==> src/rtl/csb_pkg.sv <==
// ----------------------------------------------------------------------------
// csb_pkg
// shared types and constants of the counting semaphore bank
// ----------------------------------------------------------------------------
package csb_pkg;

    localparam int ACTION_W      = 1;
    localparam int SEM_INDEX_W   = 3;
    localparam int TASK_FIELD_W  = 6;
    localparam int COUNT_W       = 8;
    localparam int INIT_W        = 7;
    localparam int MAX_BANK      = 1 << SEM_INDEX_W;

    localparam logic [ACTION_W-1:0] ACT_WAIT   = 1'b0;
    localparam logic [ACTION_W-1:0] ACT_SIGNAL = 1'b1;

    localparam logic signed [COUNT_W-1:0] COUNT_MAX = 8'sd127;
    localparam logic signed [COUNT_W-1:0] COUNT_MIN = -8'sd128;

    // operation handed from the front end to the back end
    typedef struct packed {
        logic [ACTION_W-1:0]     action;
        logic                    in_range;
        logic [SEM_INDEX_W-1:0]  sem_index;
        logic [TASK_FIELD_W-1:0] caller_task;
    } t_op;

    // one result transaction
    typedef struct packed {
        logic                       caller_blocked;
        logic                       woken_valid;
        logic [TASK_FIELD_W-1:0]    woken_task;
        logic signed [COUNT_W-1:0]  count_after;
        logic                       queue_overflow;
    } t_result;

    typedef enum logic {
        BK_IDLE,
        BK_EMIT
    } t_back_state;

endpackage

==> src/rtl/counting_semaphore_bank.sv <==
// ----------------------------------------------------------------------------
// counting_semaphore_bank
// bank of counting semaphores, each with a fifo ring of waiting task ids
// ----------------------------------------------------------------------------
// Each accepted transaction (wait or signal on one semaphore) yields exactly
// one result transaction. The back end's idle state pops an operation,
// updates the count and ring pointers and accesses the wait-ring ram; its
// emit state moves the ram read data into the output register. A two-entry
// queue in front lets new operations be accepted while the back end works or
// the output stalls. A config write loads every count with the written value
// and empties every ring; write it only while idle.
// ----------------------------------------------------------------------------
module counting_semaphore_bank
    import csb_pkg::*;
#(
    parameter int NUM_SEMAPHORES = 8,
    parameter int QUEUE_SLOTS    = 8,
    parameter int TASK_ID_BITS   = 6
) (
    input  logic        i_clk,
    input  logic        i_rst_n,
    input  logic        i_cfg_valid,
    output logic        o_cfg_ready,
    input  logic [6:0]  i_cfg_data,     // initial_count
    input  logic        s_axis_tvalid,
    output logic        s_axis_tready,
    input  logic [15:0] s_axis_tdata,   // sem_index, caller_task
    input  logic [0:0]  s_axis_tuser,   // action
    output logic        m_axis_tvalid,
    input  logic        m_axis_tready,
    output logic [23:0] m_axis_tdata    // caller_blocked, woken_valid, woken_task,
                                        // count_after, queue_overflow
);

    logic    w_op_valid;
    t_op     w_op;
    logic    w_op_pop;
    t_result w_out;

    assign o_cfg_ready = 1'b1;

    csb_front #(
        .NUM_SEMAPHORES (NUM_SEMAPHORES)
    ) u_front (
        .i_clk         (i_clk),
        .i_rst_n       (i_rst_n),
        .i_valid       (s_axis_tvalid),
        .o_ready       (s_axis_tready),
        .i_action      (s_axis_tuser),
        .i_sem_index   (s_axis_tdata[2:0]),
        .i_caller_task (s_axis_tdata[8:3]),
        .o_op_valid    (w_op_valid),
        .o_op          (w_op),
        .i_op_pop      (w_op_pop)
    );

    csb_back #(
        .NUM_SEMAPHORES (NUM_SEMAPHORES),
        .QUEUE_SLOTS    (QUEUE_SLOTS),
        .TASK_ID_BITS   (TASK_ID_BITS)
    ) u_back (
        .i_clk       (i_clk),
        .i_rst_n     (i_rst_n),
        .i_cfg_we    (i_cfg_valid && o_cfg_ready),
        .i_cfg_data  (i_cfg_data),
        .i_op_valid  (w_op_valid),
        .i_op        (w_op),
        .o_op_pop    (w_op_pop),
        .o_out_valid (m_axis_tvalid),
        .i_out_ready (m_axis_tready),
        .o_out       (w_out)
    );

    assign m_axis_tdata = {7'd0, w_out.queue_overflow, w_out.count_after,
                           w_out.woken_task, w_out.woken_valid, w_out.caller_blocked};

    a_full_means_pending: assert property (@(posedge i_clk) disable iff (!i_rst_n)
        !s_axis_tready |-> w_op_valid)
        else $error("input stalled with empty operation queue");

    a_pop_spacing: assert property (@(posedge i_clk) disable iff (!i_rst_n)
        w_op_pop |=> !w_op_pop)
        else $error("back end took operations in consecutive cycles");

    a_wake_only_on_signal: assert property (@(posedge i_clk) disable iff (!i_rst_n)
        (m_axis_tvalid && m_axis_tdata[1]) |-> (!m_axis_tdata[0] && !m_axis_tdata[16]))
        else $error("wake reported together with a blocking result");

endmodule

==> src/rtl/csb_ram.sv <==
// ----------------------------------------------------------------------------
// csb_ram
// simple dual-port ram, one write port, one registered read port
// ----------------------------------------------------------------------------
module csb_ram #(
    parameter int WIDTH = 6,
    parameter int DEPTH = 64
) (
    input  logic                             i_clk,
    input  logic                             i_we,
    input  logic [$clog2(DEPTH > 1 ? DEPTH : 2)-1:0] i_waddr,
    input  logic [WIDTH-1:0]                 i_wdata,
    input  logic                             i_re,
    input  logic [$clog2(DEPTH > 1 ? DEPTH : 2)-1:0] i_raddr,
    output logic [WIDTH-1:0]                 o_rdata
);

    logic [WIDTH-1:0] r_mem [DEPTH];
    logic [WIDTH-1:0] r_rdata;

    always_ff @(posedge i_clk) begin
        if (i_we) begin
            r_mem[i_waddr] <= i_wdata;
        end
        if (i_re) begin
            r_rdata <= r_mem[i_raddr];
        end
    end

    assign o_rdata = r_rdata;

endmodule

==> src/rtl/csb_front.sv <==
// ----------------------------------------------------------------------------
// csb_front
// accepts operations, checks the semaphore index and queues them
// ----------------------------------------------------------------------------
module csb_front
    import csb_pkg::*;
#(
    parameter int NUM_SEMAPHORES = 8
) (
    input  logic                    i_clk,
    input  logic                    i_rst_n,
    input  logic                    i_valid,
    output logic                    o_ready,
    input  logic [ACTION_W-1:0]     i_action,
    input  logic [SEM_INDEX_W-1:0]  i_sem_index,
    input  logic [TASK_FIELD_W-1:0] i_caller_task,
    output logic                    o_op_valid,
    output t_op                     o_op,
    input  logic                    i_op_pop
);

    t_op        r_slot [2];
    logic       r_wr_ptr;
    logic       r_rd_ptr;
    logic [1:0] r_fill;
    logic       n_wr_ptr;
    logic       n_rd_ptr;
    logic [1:0] n_fill;
    logic       w_push;
    logic       w_pop;
    t_op        w_op;

    // classify
    always_comb begin
        w_op.action      = i_action;
        w_op.in_range    = (7'(i_sem_index) < 7'(NUM_SEMAPHORES));
        w_op.sem_index   = i_sem_index;
        w_op.caller_task = i_caller_task;
    end

    assign o_ready    = (r_fill != 2'd2);
    assign w_push     = i_valid && o_ready;
    assign o_op_valid = (r_fill != 2'd0);
    assign w_pop      = i_op_pop && o_op_valid;
    assign o_op       = r_slot[r_rd_ptr];

    always_comb begin
        n_wr_ptr = w_push ? ~r_wr_ptr : r_wr_ptr;
        n_rd_ptr = w_pop ? ~r_rd_ptr : r_rd_ptr;
        n_fill   = r_fill;
        if (w_push && !w_pop) begin
            n_fill = r_fill + 2'd1;
        end else if (w_pop && !w_push) begin
            n_fill = r_fill - 2'd1;
        end
    end

    always_ff @(posedge i_clk) begin
        if (!i_rst_n) begin
            r_wr_ptr <= 1'b0;
            r_rd_ptr <= 1'b0;
            r_fill   <= 2'd0;
        end else begin
            r_wr_ptr <= n_wr_ptr;
            r_rd_ptr <= n_rd_ptr;
            r_fill   <= n_fill;
        end
    end

    always_ff @(posedge i_clk) begin
        if (w_push) begin
            r_slot[r_wr_ptr] <= w_op;
        end
    end

endmodule

==> src/rtl/csb_back.sv <==
// ----------------------------------------------------------------------------
// csb_back
// executes queued operations on counts and wait rings, holds the result
// ----------------------------------------------------------------------------
module csb_back
    import csb_pkg::*;
#(
    parameter int NUM_SEMAPHORES = 8,
    parameter int QUEUE_SLOTS    = 8,
    parameter int TASK_ID_BITS   = 6
) (
    input  logic              i_clk,
    input  logic              i_rst_n,
    input  logic              i_cfg_we,
    input  logic [INIT_W-1:0] i_cfg_data,
    input  logic              i_op_valid,
    input  t_op               i_op,
    output logic              o_op_pop,
    output logic              o_out_valid,
    input  logic              i_out_ready,
    output t_result           o_out
);

    localparam int NS  = (NUM_SEMAPHORES < MAX_BANK) ? NUM_SEMAPHORES : MAX_BANK;
    localparam int SW  = (NS > 1) ? $clog2(NS) : 1;
    localparam int QW  = $clog2(QUEUE_SLOTS);
    localparam int TW  = (TASK_ID_BITS < TASK_FIELD_W) ? TASK_ID_BITS : TASK_FIELD_W;
    localparam int RD  = NS * QUEUE_SLOTS;
    localparam int RAW = $clog2(RD);

    logic signed [COUNT_W-1:0] r_count [NS];
    logic [QW-1:0]             r_head  [NS];
    logic [QW-1:0]             r_tail  [NS];

    t_back_state r_state;
    t_back_state n_state;
    t_result     r_pend;
    t_result     r_out;
    logic        r_out_valid;
    logic        w_load;

    logic [SW-1:0]             w_sidx;
    logic signed [COUNT_W-1:0] w_cnt;
    logic signed [COUNT_W-1:0] w_cnt_new;
    logic [QW-1:0]             w_head;
    logic [QW-1:0]             w_tail;
    logic [QW-1:0]             w_head_nx;
    logic [QW-1:0]             w_tail_nx;
    logic                      w_blocked;
    logic                      w_overflow;
    logic                      w_wake;
    logic [RAW-1:0]            w_base;
    logic [TW-1:0]             w_rdata;
    t_result                   w_res;

    assign w_sidx    = i_op.in_range ? i_op.sem_index[SW-1:0] : '0;
    assign w_cnt     = r_count[w_sidx];
    assign w_head    = r_head[w_sidx];
    assign w_tail    = r_tail[w_sidx];
    assign w_head_nx = (w_head == QW'(QUEUE_SLOTS - 1)) ? '0 : w_head + QW'(1);
    assign w_tail_nx = (w_tail == QW'(QUEUE_SLOTS - 1)) ? '0 : w_tail + QW'(1);
    assign w_base    = RAW'(RAW'(w_sidx) * RAW'(QUEUE_SLOTS));

    always_comb begin
        w_cnt_new  = w_cnt;
        w_blocked  = 1'b0;
        w_overflow = 1'b0;
        w_wake     = 1'b0;
        if (i_op.action == ACT_WAIT) begin
            if (w_cnt != COUNT_MIN) begin
                w_cnt_new = w_cnt - 8'sd1;
            end
            if (w_cnt_new < 0) begin
                if (w_tail_nx == w_head) begin
                    w_overflow = 1'b1;
                end else begin
                    w_blocked = 1'b1;
                end
            end
        end else begin
            if (w_cnt != COUNT_MAX) begin
                w_cnt_new = w_cnt + 8'sd1;
            end
            if (w_cnt_new <= 0 && w_head != w_tail) begin
                w_wake = 1'b1;
            end
        end
        if (!i_op.in_range) begin
            w_blocked  = 1'b0;
            w_overflow = 1'b0;
            w_wake     = 1'b0;
        end
        w_res.caller_blocked = w_blocked;
        w_res.woken_valid    = w_wake;
        w_res.woken_task     = '0;
        w_res.count_after    = i_op.in_range ? w_cnt_new : '0;
        w_res.queue_overflow = w_overflow;
    end

    csb_ram #(
        .WIDTH (TW),
        .DEPTH (RD)
    ) u_ring (
        .i_clk   (i_clk),
        .i_we    (o_op_pop && w_blocked),
        .i_waddr (w_base + RAW'(w_tail)),
        .i_wdata (i_op.caller_task[TW-1:0]),
        .i_re    (o_op_pop && w_wake),
        .i_raddr (w_base + RAW'(w_head)),
        .o_rdata (w_rdata)
    );

    always_ff @(posedge i_clk) begin
        if (!i_rst_n) begin
            r_state <= BK_IDLE;
        end else begin
            r_state <= n_state;
        end
    end

    always_comb begin
        n_state  = r_state;
        o_op_pop = 1'b0;
        w_load   = 1'b0;
        case (r_state)
            BK_IDLE: begin
                if (i_op_valid) begin
                    o_op_pop = 1'b1;
                    n_state  = BK_EMIT;
                end
            end
            BK_EMIT: begin
                if (!r_out_valid || i_out_ready) begin
                    w_load  = 1'b1;
                    n_state = BK_IDLE;
                end
            end
            default: begin
                n_state = BK_IDLE;
            end
        endcase
    end

    always_ff @(posedge i_clk) begin
        if (!i_rst_n) begin
            for (int i = 0; i < NS; i++) begin
                r_count[i] <= '0;
                r_head[i]  <= '0;
                r_tail[i]  <= '0;
            end
        end else if (i_cfg_we) begin
            for (int i = 0; i < NS; i++) begin
                r_count[i] <= COUNT_W'(i_cfg_data);
                r_head[i]  <= '0;
                r_tail[i]  <= '0;
            end
        end else if (o_op_pop && i_op.in_range) begin
            r_count[w_sidx] <= w_cnt_new;
            if (w_blocked) begin
                r_tail[w_sidx] <= w_tail_nx;
            end
            if (w_wake) begin
                r_head[w_sidx] <= w_head_nx;
            end
        end
    end

    always_ff @(posedge i_clk) begin
        if (o_op_pop) begin
            r_pend <= w_res;
        end
    end

    always_ff @(posedge i_clk) begin
        if (!i_rst_n) begin
            r_out_valid <= 1'b0;
        end else if (w_load) begin
            r_out_valid <= 1'b1;
        end else if (i_out_ready) begin
            r_out_valid <= 1'b0;
        end
    end

    always_ff @(posedge i_clk) begin
        if (w_load) begin
            r_out.caller_blocked <= r_pend.caller_blocked;
            r_out.woken_valid    <= r_pend.woken_valid;
            r_out.woken_task     <= r_pend.woken_valid ? TASK_FIELD_W'(w_rdata) : '0;
            r_out.count_after    <= r_pend.count_after;
            r_out.queue_overflow <= r_pend.queue_overflow;
        end
    end

    assign o_out_valid = r_out_valid;
    assign o_out       = r_out;

endmodule

==> config.mk <==
export PLATFORM = sky130hd
export DESIGN_NAME = counting_semaphore_bank
export DESIGN_NICKNAME = d
export VERILOG_FILES = /design/src/rtl/csb_pkg.sv /design/src/rtl/counting_semaphore_bank.sv /design/src/rtl/csb_ram.sv /design/src/rtl/csb_front.sv /design/src/rtl/csb_back.sv
export SDC_FILE = /design/constraint.sdc
export NUM_CORES = 1
export LEC_CHECK = 0
export BUFFER_PORTS_ARGS = -buffer_cell sky130_fd_sc_hd__buf_4
export CAP_MARGIN = 20
export CORE_ASPECT_RATIO = 0.8
export CORE_UTILIZATION = 56
export CTS_CLUSTER_SIZE = 40
export DETAILED_ROUTE_END_ITERATION = 10
export PLACE_DENSITY = 0.75
export SLEW_MARGIN = 30
export SYNTH_ARGS = -nofsm -noshare
export SYNTH_HDL_FRONTEND = slang
export SYNTH_SLANG_ARGS = --single-unit
==> constraint.sdc <==
create_clock -name i_clk -period 4.4 [get_ports i_clk]
set_clock_uncertainty 0.1 [all_clocks]
set_input_delay 0.44 -clock i_clk [delete_from_list [all_inputs] [get_ports i_clk]]
set_output_delay 0.44 -clock i_clk [all_outputs]
set_load 0.02 [all_outputs]
Word-level counts from Yosys, hierarchy flattened --
Memory sizes are Yosys's and may differ from the RTL's. A register that Yosys moved wholly into a read port is not among the register bits. Index checks and enable logic that the tools add are counted.
Operators by class: $add $sub $neg 8, equal/unequal tests 7, bitwise gates (word level) 29, multiplexer cells 83, reductions and logical operators 19, $lt $le $gt $ge 2
Operator list (count):
- two-way mux 8 bit | 14
- two-way mux 3 bit | 24
- two-way mux 1 bit | 42
- bitwise OR 1 bit | 24
- != test 8 bit (second input constant) | 2
- adder 6 x 3 -> 6 bit | 2
- OR reduction 3 bit | 3
- adder 8 x 2 -> 8 bit (second input constant) | 1
- less-or-equal comparator 8 x 1 -> 1 bit (second input constant) | 1
- < comparator 8 x 1 -> 1 bit (second input constant) | 1
- OR reduction 8 bit | 1
- subtractor 8 x 2 -> 8 bit (second input constant) | 1
- logical AND 1 bit | 7
- adder 3 x 1 -> 3 bit (second input constant) | 2
- equality test 3 bit (second input constant) | 2
- nonzero test 2 bit | 3
- two-way mux 2 bit | 2
- inverter 1 bit | 4
- equality test 3 bit | 1
- zero test 1 bit | 3
- != test 3 bit | 1
- adder 2 x 1 -> 2 bit (second input constant) | 1
- != test 2 bit (second input constant) | 1
- case mux 1 bit (2 select lines) | 1
- other kinds (4) | 4
Storage, ports and cells: bits in registers 34, logic and storage cells 167, bits in writable memories 516, memories 5
Memories:
- u_back.u_ring.r_mem | depth 64, width 6, read ports 1, clocked after memory_dff 1, write ports 1, line csb_ram.sv:18 | logic [WIDTH-1:0] r_mem [DEPTH];
- u_back.r_count | depth 8, width 8, read ports 1, clocked after memory_dff 0, write ports 8, line csb_back.sv:31 | logic signed [COUNT_W-1:0] r_count [NS];
- u_back.r_head | depth 8, width 3, read ports 1, clocked after memory_dff 0, write ports 8, line csb_back.sv:32 | logic [QW-1:0] r_head [NS];
- u_back.r_tail | depth 8, width 3, read ports 1, clocked after memory_dff 0, write ports 8, line csb_back.sv:33 | logic [QW-1:0] r_tail [NS];
- u_front.r_slot | depth 2, width 10, read ports 1, clocked after memory_dff 1, write ports 1, line csb_front.sv:22 | t_op r_slot [2];

Longest topological paths before layout --
Gate-level depths: netlist of run 1. An unclocked memory read counts as a cell.
word-level depth 17, depth in mapped cells 17, depth with buffers taken out 12

By module --
A second synthesis of run 1 with hierarchy kept.
Unflattened totals: cells, all modules 1421, area, all modules 23622.7 µm²
Modules (own cells, without submodules):
- csb_ram | sequential area each 11711.2 µm², area each 15285.9 µm², cells each 720, times used 1
- csb_back | sequential area each 4244.1 µm², area each 7297.0 µm², cells each 634, times used 1
- csb_front | sequential area each 700.7 µm², area each 972.2 µm², cells each 57, times used 1
- counting_semaphore_bank | sequential area each 0.0 µm², area each 67.6 µm², cells each 10, times used 1

Worst setup path after synthesis of run 1 --
Ideal clock, no wire load.
kind reg-to-reg, start memory u_front.r_slot[0][6] in the netlist's numbering, end memory u_back.u_ring.r_mem[14][0] (enable), path slack 228 ps, setup time 377 ps, required time 3923 ps, arrival time 3695 ps, path buffers 6, period minus slack after synthesis 4172 ps, cell stages (with the launch flop) 16, path through edfxtp_1 > mux2_4 > buf_6 > buf_4 > buf_2 > buf_4 > a211o_1 > clkbuf_1 > ha_1 > ha_1 > xnor2_1 > a211oi_1 > nor4_4 > nand2_4 > buf_6 > nor3_1
RTL lines (line):
- from (decl) | csb_front.sv:22
- to (decl) | csb_ram.sv:18

==> results by group, run 1 <==
Timing
  • F_max: ~230 MHz
  • RSZ-0062 raised after global routing: true
  • Final Hold Viols: 0
  • Hold slack: between 0.06 and 0.07 ns
  • Setup WS post-layout: 0.09700 ns
  • Slew margin rel.: 0.2826
  • Final period util: 0.9780
  • Slew Viols, Final: 0
  • Tmin final: roughly 4.3 ns
  • Fin Setup TNS: 0 ns
  • Slew @ Worst Pin: roughly 1.1 ns
  • Final setup viols: 0

Yosys
  • Synth Area in Simple Gates: 0.1338
  • Seq/Total Area, Yosys: 0.6872
  • EDFF count, synth: 550
  • Mean post-synth cell area: between 10 and 15 um2
  • Largest family of logic cells by synthesized area: simple AND/OR/NAND/NOR gates
  • Top_reg_cell synth: edfxtp_1
  • Ys async rst share: 0
  • Post-Synth XOR/XNOR Area: 0.005059
  • Synthesized cell area: 24240 um2
  • Synth area leader: edfxtp_1
  • Yosys cell types: 85
  • Top cell type's share of synthesized area: 0.6814
  • Adder-Cell Fraction of Synth Area: 0.003613
  • Post-synthesis compound-gate area fraction: 0.1049
  • Yosys reg bits: approximately 560
  • YS warnings: 0
  • Mux cell area share after synthesis: 0.03330
  • Synth top area cells: edfxtp_1 (68%), nand2_1 (4.0%), mux2i_1 (2.6%), nand3_1 (2.0%), o21ai_0 (1.8%)
  • Syn Inst Count: 1836

Clock tree
  • Total CTS buffers: between 50 and 60
  • CTS sink count: 557
  • H-tree depth: 2
  • TritonCTS clock tree: done
  • Root Buffer: clkbuf_16
  • CTS clk-pin slew, worst paths: roughly 0.06 ns
  • Worst-Skew Late Latency: 0.62 ns
  • Clk buf depth: 3

Global routing
  • Gr ovfl total: 0
  • Vias in the first global route: between 15000 and 20000
  • First-pass GRT wire length: roughly 100000 um
  • Largest net degree at the start of global routing: 93
  • Initial antenna violation count: 2
  • Overall routing resource usage: 0.3031

Place
  • Routability Congestion: ~0.96
  • Post-DP HPWL: ~44000 um
  • Pre-CTS WS: roughly 0.096 ns
  • Port Buffers: 40

Cells and area
  • NumNets Final: around 2100
  • Share of cells above drive strength 1: 0.2109
  • Diodes inserted: 0
  • Syn-to-layout area delta: 17.79%

Worst setup path
  • Critical path class: reg -> reg
  • Worst-path fanout max: 13
  • CP endpoint kind: flop
  • Worst path arrival time: between 4 and 5 ns
  • Startpoint Class: flop
  • Crit path required time: 4.61 ns
  • Cells on worst reg2reg path: 16

Outcome
  • Status: complete, no violations

Routing
  • Post-route ant nets: 0
  • Avg WL per Cell: ~25 um
  • Total routed wirelength: about 67000 um
  • Vias per Instance: 6.525
  • Vias post-DR: 17150
  • Initial drt markers: roughly 2300
  • # DRC: 0
  • DR pass1 iterations: 6

Die
  • Die Height: roughly 190 um
  • Row count: between 60 and 70
  • IO Pins: 56
  • Total die area: 44120 um2
  • Core area: roughly 42000 um2
  • Initial core utilization: 0.5737
  • Die Wd: between 200 and 250 um

Power
  • Power density over cell area: roughly 610 nW/um2
  • Pleak: between 9 and 10 nW
  • Peak VDD IR: 0.0006267 V

Hold path
  • Worst hold path class: in -> reg
  • Hold Path Cell Cnt: 3

Run
  • Max-cap violation count: 0
## registers in the layout, summed over array words and instances (netlist names), 2 cells and up, named ones only
register / cells
u_back.u_ring.o_rdata: 6
u_back.o_out: 17
u_back.r_count: 64
u_back.u_ring.r_mem: 384
u_back.r_head: 24
u_front.r_slot: 20
u_back.r_pend: 11
u_back.r_tail: 24
u_front.r_fill: 2
## cell usage after synthesis, drive strengths merged, types with 8 or more instances
library cell,count
nor2,104
o311ai,16
buf,76
nand2b,11
a21boi,27
nor3,67
a211o,8
or3,11
nor4,8
a2111oi,24
mux2i,63
and2,18
nand4,19
nand2,262
a32oi,13
o22ai,10
and3,16
xnor2,10
o21ai,93
a311oi,10
edfxtp,550
nand3,97
nor2b,11
a31oi,36
nor3b,12
clkbuf,63
o2111ai,10
a311o,14
a21oi,36
mux2,15
inv,20
## critical path, cell delays in order (launching register included)
cell       delay [ns]
edfxtp_1         0.50
buf_12           0.20
nor2b_1          0.17
a32o_2           0.30
o2bb2ai_1        0.14
a211o_1          0.31
ha_1             0.22
ha_1             0.34
xnor2_1          0.16
a211oi_1         0.10
buf_4            0.17
nor4_4           0.42
buf_4            0.24
nand3_2          0.13
buf_4            0.21
nor2_1           0.10
buf_4            0.19
## cells by family after synthesis
logic type | Yosys count
and+or+nand+nor | 661
adders and majority gates | 7
DFF | 557
AOI/OAI and AO/OA | 358
xor gates and xnor gates | 14
other | 2
muxes | 78
buffers and inverters | 159
## cell type report
type	count	area, um2
sequential	557	16660
fill	2959	13700
multi-input combinational	1127	6978
timing repair buffer	275	2374
clock buffer	59	1328
tap	552	690.7
clock inverter	39	444.2
inverter	20	80.08
## what timing repair did
action | CTS | global route
setup buffers | 0 | 10
resized for setup | 0 | 25
endpoints found under the setup margin | 0 | 257
hold buffers | 10 | 0
hold endpoints to repair | 20 | 0
## routing by layer
layer	GRT usage	wire, um	vias up	share of wire
li1	-	-	7433	-
met1	0.4475	27230	8431	0.41
met2	0.4361	28740	1149	0.43
met3	0.08494	9306	137	0.14
met4	0.09489	1683	4	0.025
met5	0	27	-	0.00040
## final timing paths
check | startpoint | endpoint | slack, ns
min reg2reg | u_back.r_pend[2] | u_back.o_out[2] | 0.32
max | u_front.r_slot[0][8] | u_back.u_ring.r_mem[45][4] | 0.1
max reg2reg | u_front.r_slot[0][8] | u_back.u_ring.r_mem[45][4] | 0.1
min | m_axis_tready | u_back.o_out_valid | 0.06
## placed cells by master, fill, tap and decap left out, types with 29 or more instances in the layout
cell and n:
a21oi_1 35, a31oi_1 36, buf_4 241, clkbuf_16 55
edfxtp_1 550, mux2i_1 62, nand2_1 258, nand3_1 94
nor2_1 100, nor3_1 38, nor3_2 29, o21ai_0 88
## metrics by stage
step | instance area (um2) | power (mW) | util | cells
2_1_floorplan | 24260 | 10.17 | - | 1842
3_3_place_gp | 26380 | 12.42 | 0.6244 | 2507
3_5_place_dp | 26400 | 12.59 | 0.6248 | 2507
4_1_cts | 28270 | 17.21 | 0.6691 | 2615
5_1_grt | 28550 | 18.06 | 0.6758 | 2629
6_report | 28550 | 17.46 | 0.6758 | 2629
## report_power, final
| part | switching, mW | internal, mW |
|---|---|---|
| sequential | 0.110 | 6.47 |
| combinational | 4.19 | 2.02 |
| clock | 2.01 | 2.66 |
| total | 6.31 | 11.1 |
Power figures use the tool's default switching activity.
==> run 2, diff against run 1 <==
GPL_TIMING_DRIVEN = 0   (was default)
==> results by group, run 2 (synthesis gave the netlist of run 1 again) <==
Cells and area
  • Max reg flops: 384
  • Commonest non-fill, non-tap cell in the layout: edfxtp_1
  • Most frequent cells in the layout: edfxtp_1 (550), nand2_1 (253), buf_4 (112)
  • Diodes inserted: 0
  • Biggest regs: u_back.u_ring.r_mem x384, u_back.r_count x64
  • Share of cells above drive strength 1: 0.2387
  • Largest Register: u_back.u_ring.r_mem
  • Design area: 29770 um2
  • NumNets Final: ~2100
  • # fillers: ~2700
  • Syn-to-layout area delta: 22.81%

Power
  • Power density over cell area: between 600 and 700 nW/um2
  • Pleak: between 10 and 15 nW
  • Total Power: around 19 mW
  • Peak VDD IR: between 0.0006 and 0.0007 V

Global routing
  • Largest net degree at the start of global routing: 65
  • Overall routing resource usage: 0.3528
  • Initial antenna violation count: 3
  • Gr ovfl total: 0
  • First-pass GRT wire length: 111700 um
  • Vias in the first global route: 16890

Timing
  • Hold slack: ~0.03 ns
  • Fin Setup TNS: -0.1953 ns
  • Slew Viols, Final: 0
  • F_max: about 220 MHz
  • Final Hold Viols: 0
  • Slew @ Worst Pin: 1.208 ns
  • Slew margin rel.: 0.1892
  • Final period util: 1.030
  • Setup WS post-layout: -0.1299 ns
  • RSZ-0062 raised after global routing: true
  • Final setup viols: 8
  • Tmin final: roughly 4.5 ns

Worst setup path
  • Critical path's slowest cell: o311ai_0
  • Buf+Inv Stages, Crit Path: 2
  • Startpoint Class: flop
  • Worst path arrival time: about 5 ns
  • Critical path class: reg -> reg
  • Slowest stage delay, CP: roughly 0.88 ns
  • Most frequent CP cell: clkbuf_1
  • Worst-path fanout max: 10
  • Crit path required time: roughly 4.8 ns
  • Delay-heaviest family, CP: compound AO/OA/AOI/OAI gates
  • CP endpoint kind: flop
  • Critical-path cell list: or3b_4 > nand2_4 > a211oi_2 > o22ai_4 > clkbuf_1 > clkbuf_1 > nor2_1 > o311ai_0 > o2111ai_1 > nand4_1 > or4_1

Clock tree
  • CTS clk-pin slew, worst paths: 0.06 ns
  • Clk buf depth: 3
  • H-tree depth: 2
  • Total CTS buffers: 54
  • Root Buffer: clkbuf_16
  • CTS sink count: between 500 and 600
  • Worst-Skew Late Latency: 0.62 ns
  • TritonCTS clock tree: done

Hold path
  • Worst hold path class: in -> reg

Routing
  • Total routed wirelength: ~79000 um
  • Vias post-DR: roughly 18000
  • Initial drt markers: around 3000
  • Post-route ant nets: 0
  • # DRC: 0
  • Avg WL per Cell: 30.09 um
  • Vias per Instance: slightly below 7
  • DR pass1 iterations: 6

Place
  • Port Buffers: 40
  • Post-DP HPWL: a little over 50000 um
  • Routability Congestion: ~1.0
  • Post-DP Area: roughly 25000 um2
  • Pre-CTS WS: -1.113 ns

Die
  • IO Pins: 56
  • Initial core utilization: 0.5737
  • Core area: 42250 um2
  • Row count: 67
  • Die Height: 188.1 um
  • Total die area: 44120 um2
  • Die Wd: 234.6 um

Run
  • Max-cap violation count: 0

Outcome
  • Status: complete, but fails checks
  • Failing checks: negative setup slack
run 2: final cells by class:
cell class / count / area, um2 / share of cell area
sequential: 557 / 16660 / 0.5595
multi-input combinational: 1126 / 8075 / 0.2713
clock buffer: 67 / 1464 / 0.04918
timing repair buffer: 139 / 1451 / 0.04876
buffer: 135 / 893.4 / 0.03001
tap: 552 / 690.7 / 0.02320
clock inverter: 34 / 461.7 / 0.01551
inverter: 20 / 75.07 / 0.002522
run 2: through the flow:
step,util,instances
final,0.7045,2630
after global routing,0.7045,2630
after floorplan,-,1842
after global placement,0.5977,2434
after CTS,0.6899,2604
after detailed placement,0.6002,2436
run 2: worst paths after layout:
path / slack (ns) / cells past startpoint / start / end
worst max register to register: -0.13 / 11 / u_front.r_slot[0][8] / u_back.u_ring.o_rdata[4]
worst min-delay path: 0.03 / 2 / i_rst_n / u_front.r_fill[1]
worst min register to register: 0.32 / 0 / u_back.r_pend[3] / u_back.o_out[3]
worst max-delay path: -0.13 / 11 / u_front.r_slot[0][8] / u_back.u_ring.o_rdata[4]
run 2: power by group:
part | switching, mW | internal (mW)
Combinational | 5.17 | 2.07
Sequential | 0.0995 | 6.47
Clock | 2.04 | 3.06
Total | 7.31 | 11.6
run 2: per-layer routing:
layer  GRT usage  part of all wire  vias to the layer above  wire length (um)
li1            -                 -                     7436                 -
met1      0.4946              0.37                     8845             28900
met2      0.4934              0.42                     1637             33130
met3      0.1477              0.18                      245             13860
met4      0.1260             0.041                        0              3243
met5           0                 0                        -                 0
run 2: what timing repair did:
item	CTS	global route
buffers inserted	56	26
hold endpoints to repair	20	0
endpoints found under the setup margin	565	553
gates resized for setup	225	107
pin swaps	55	20
cloned	4	0
hold buffers	10	0
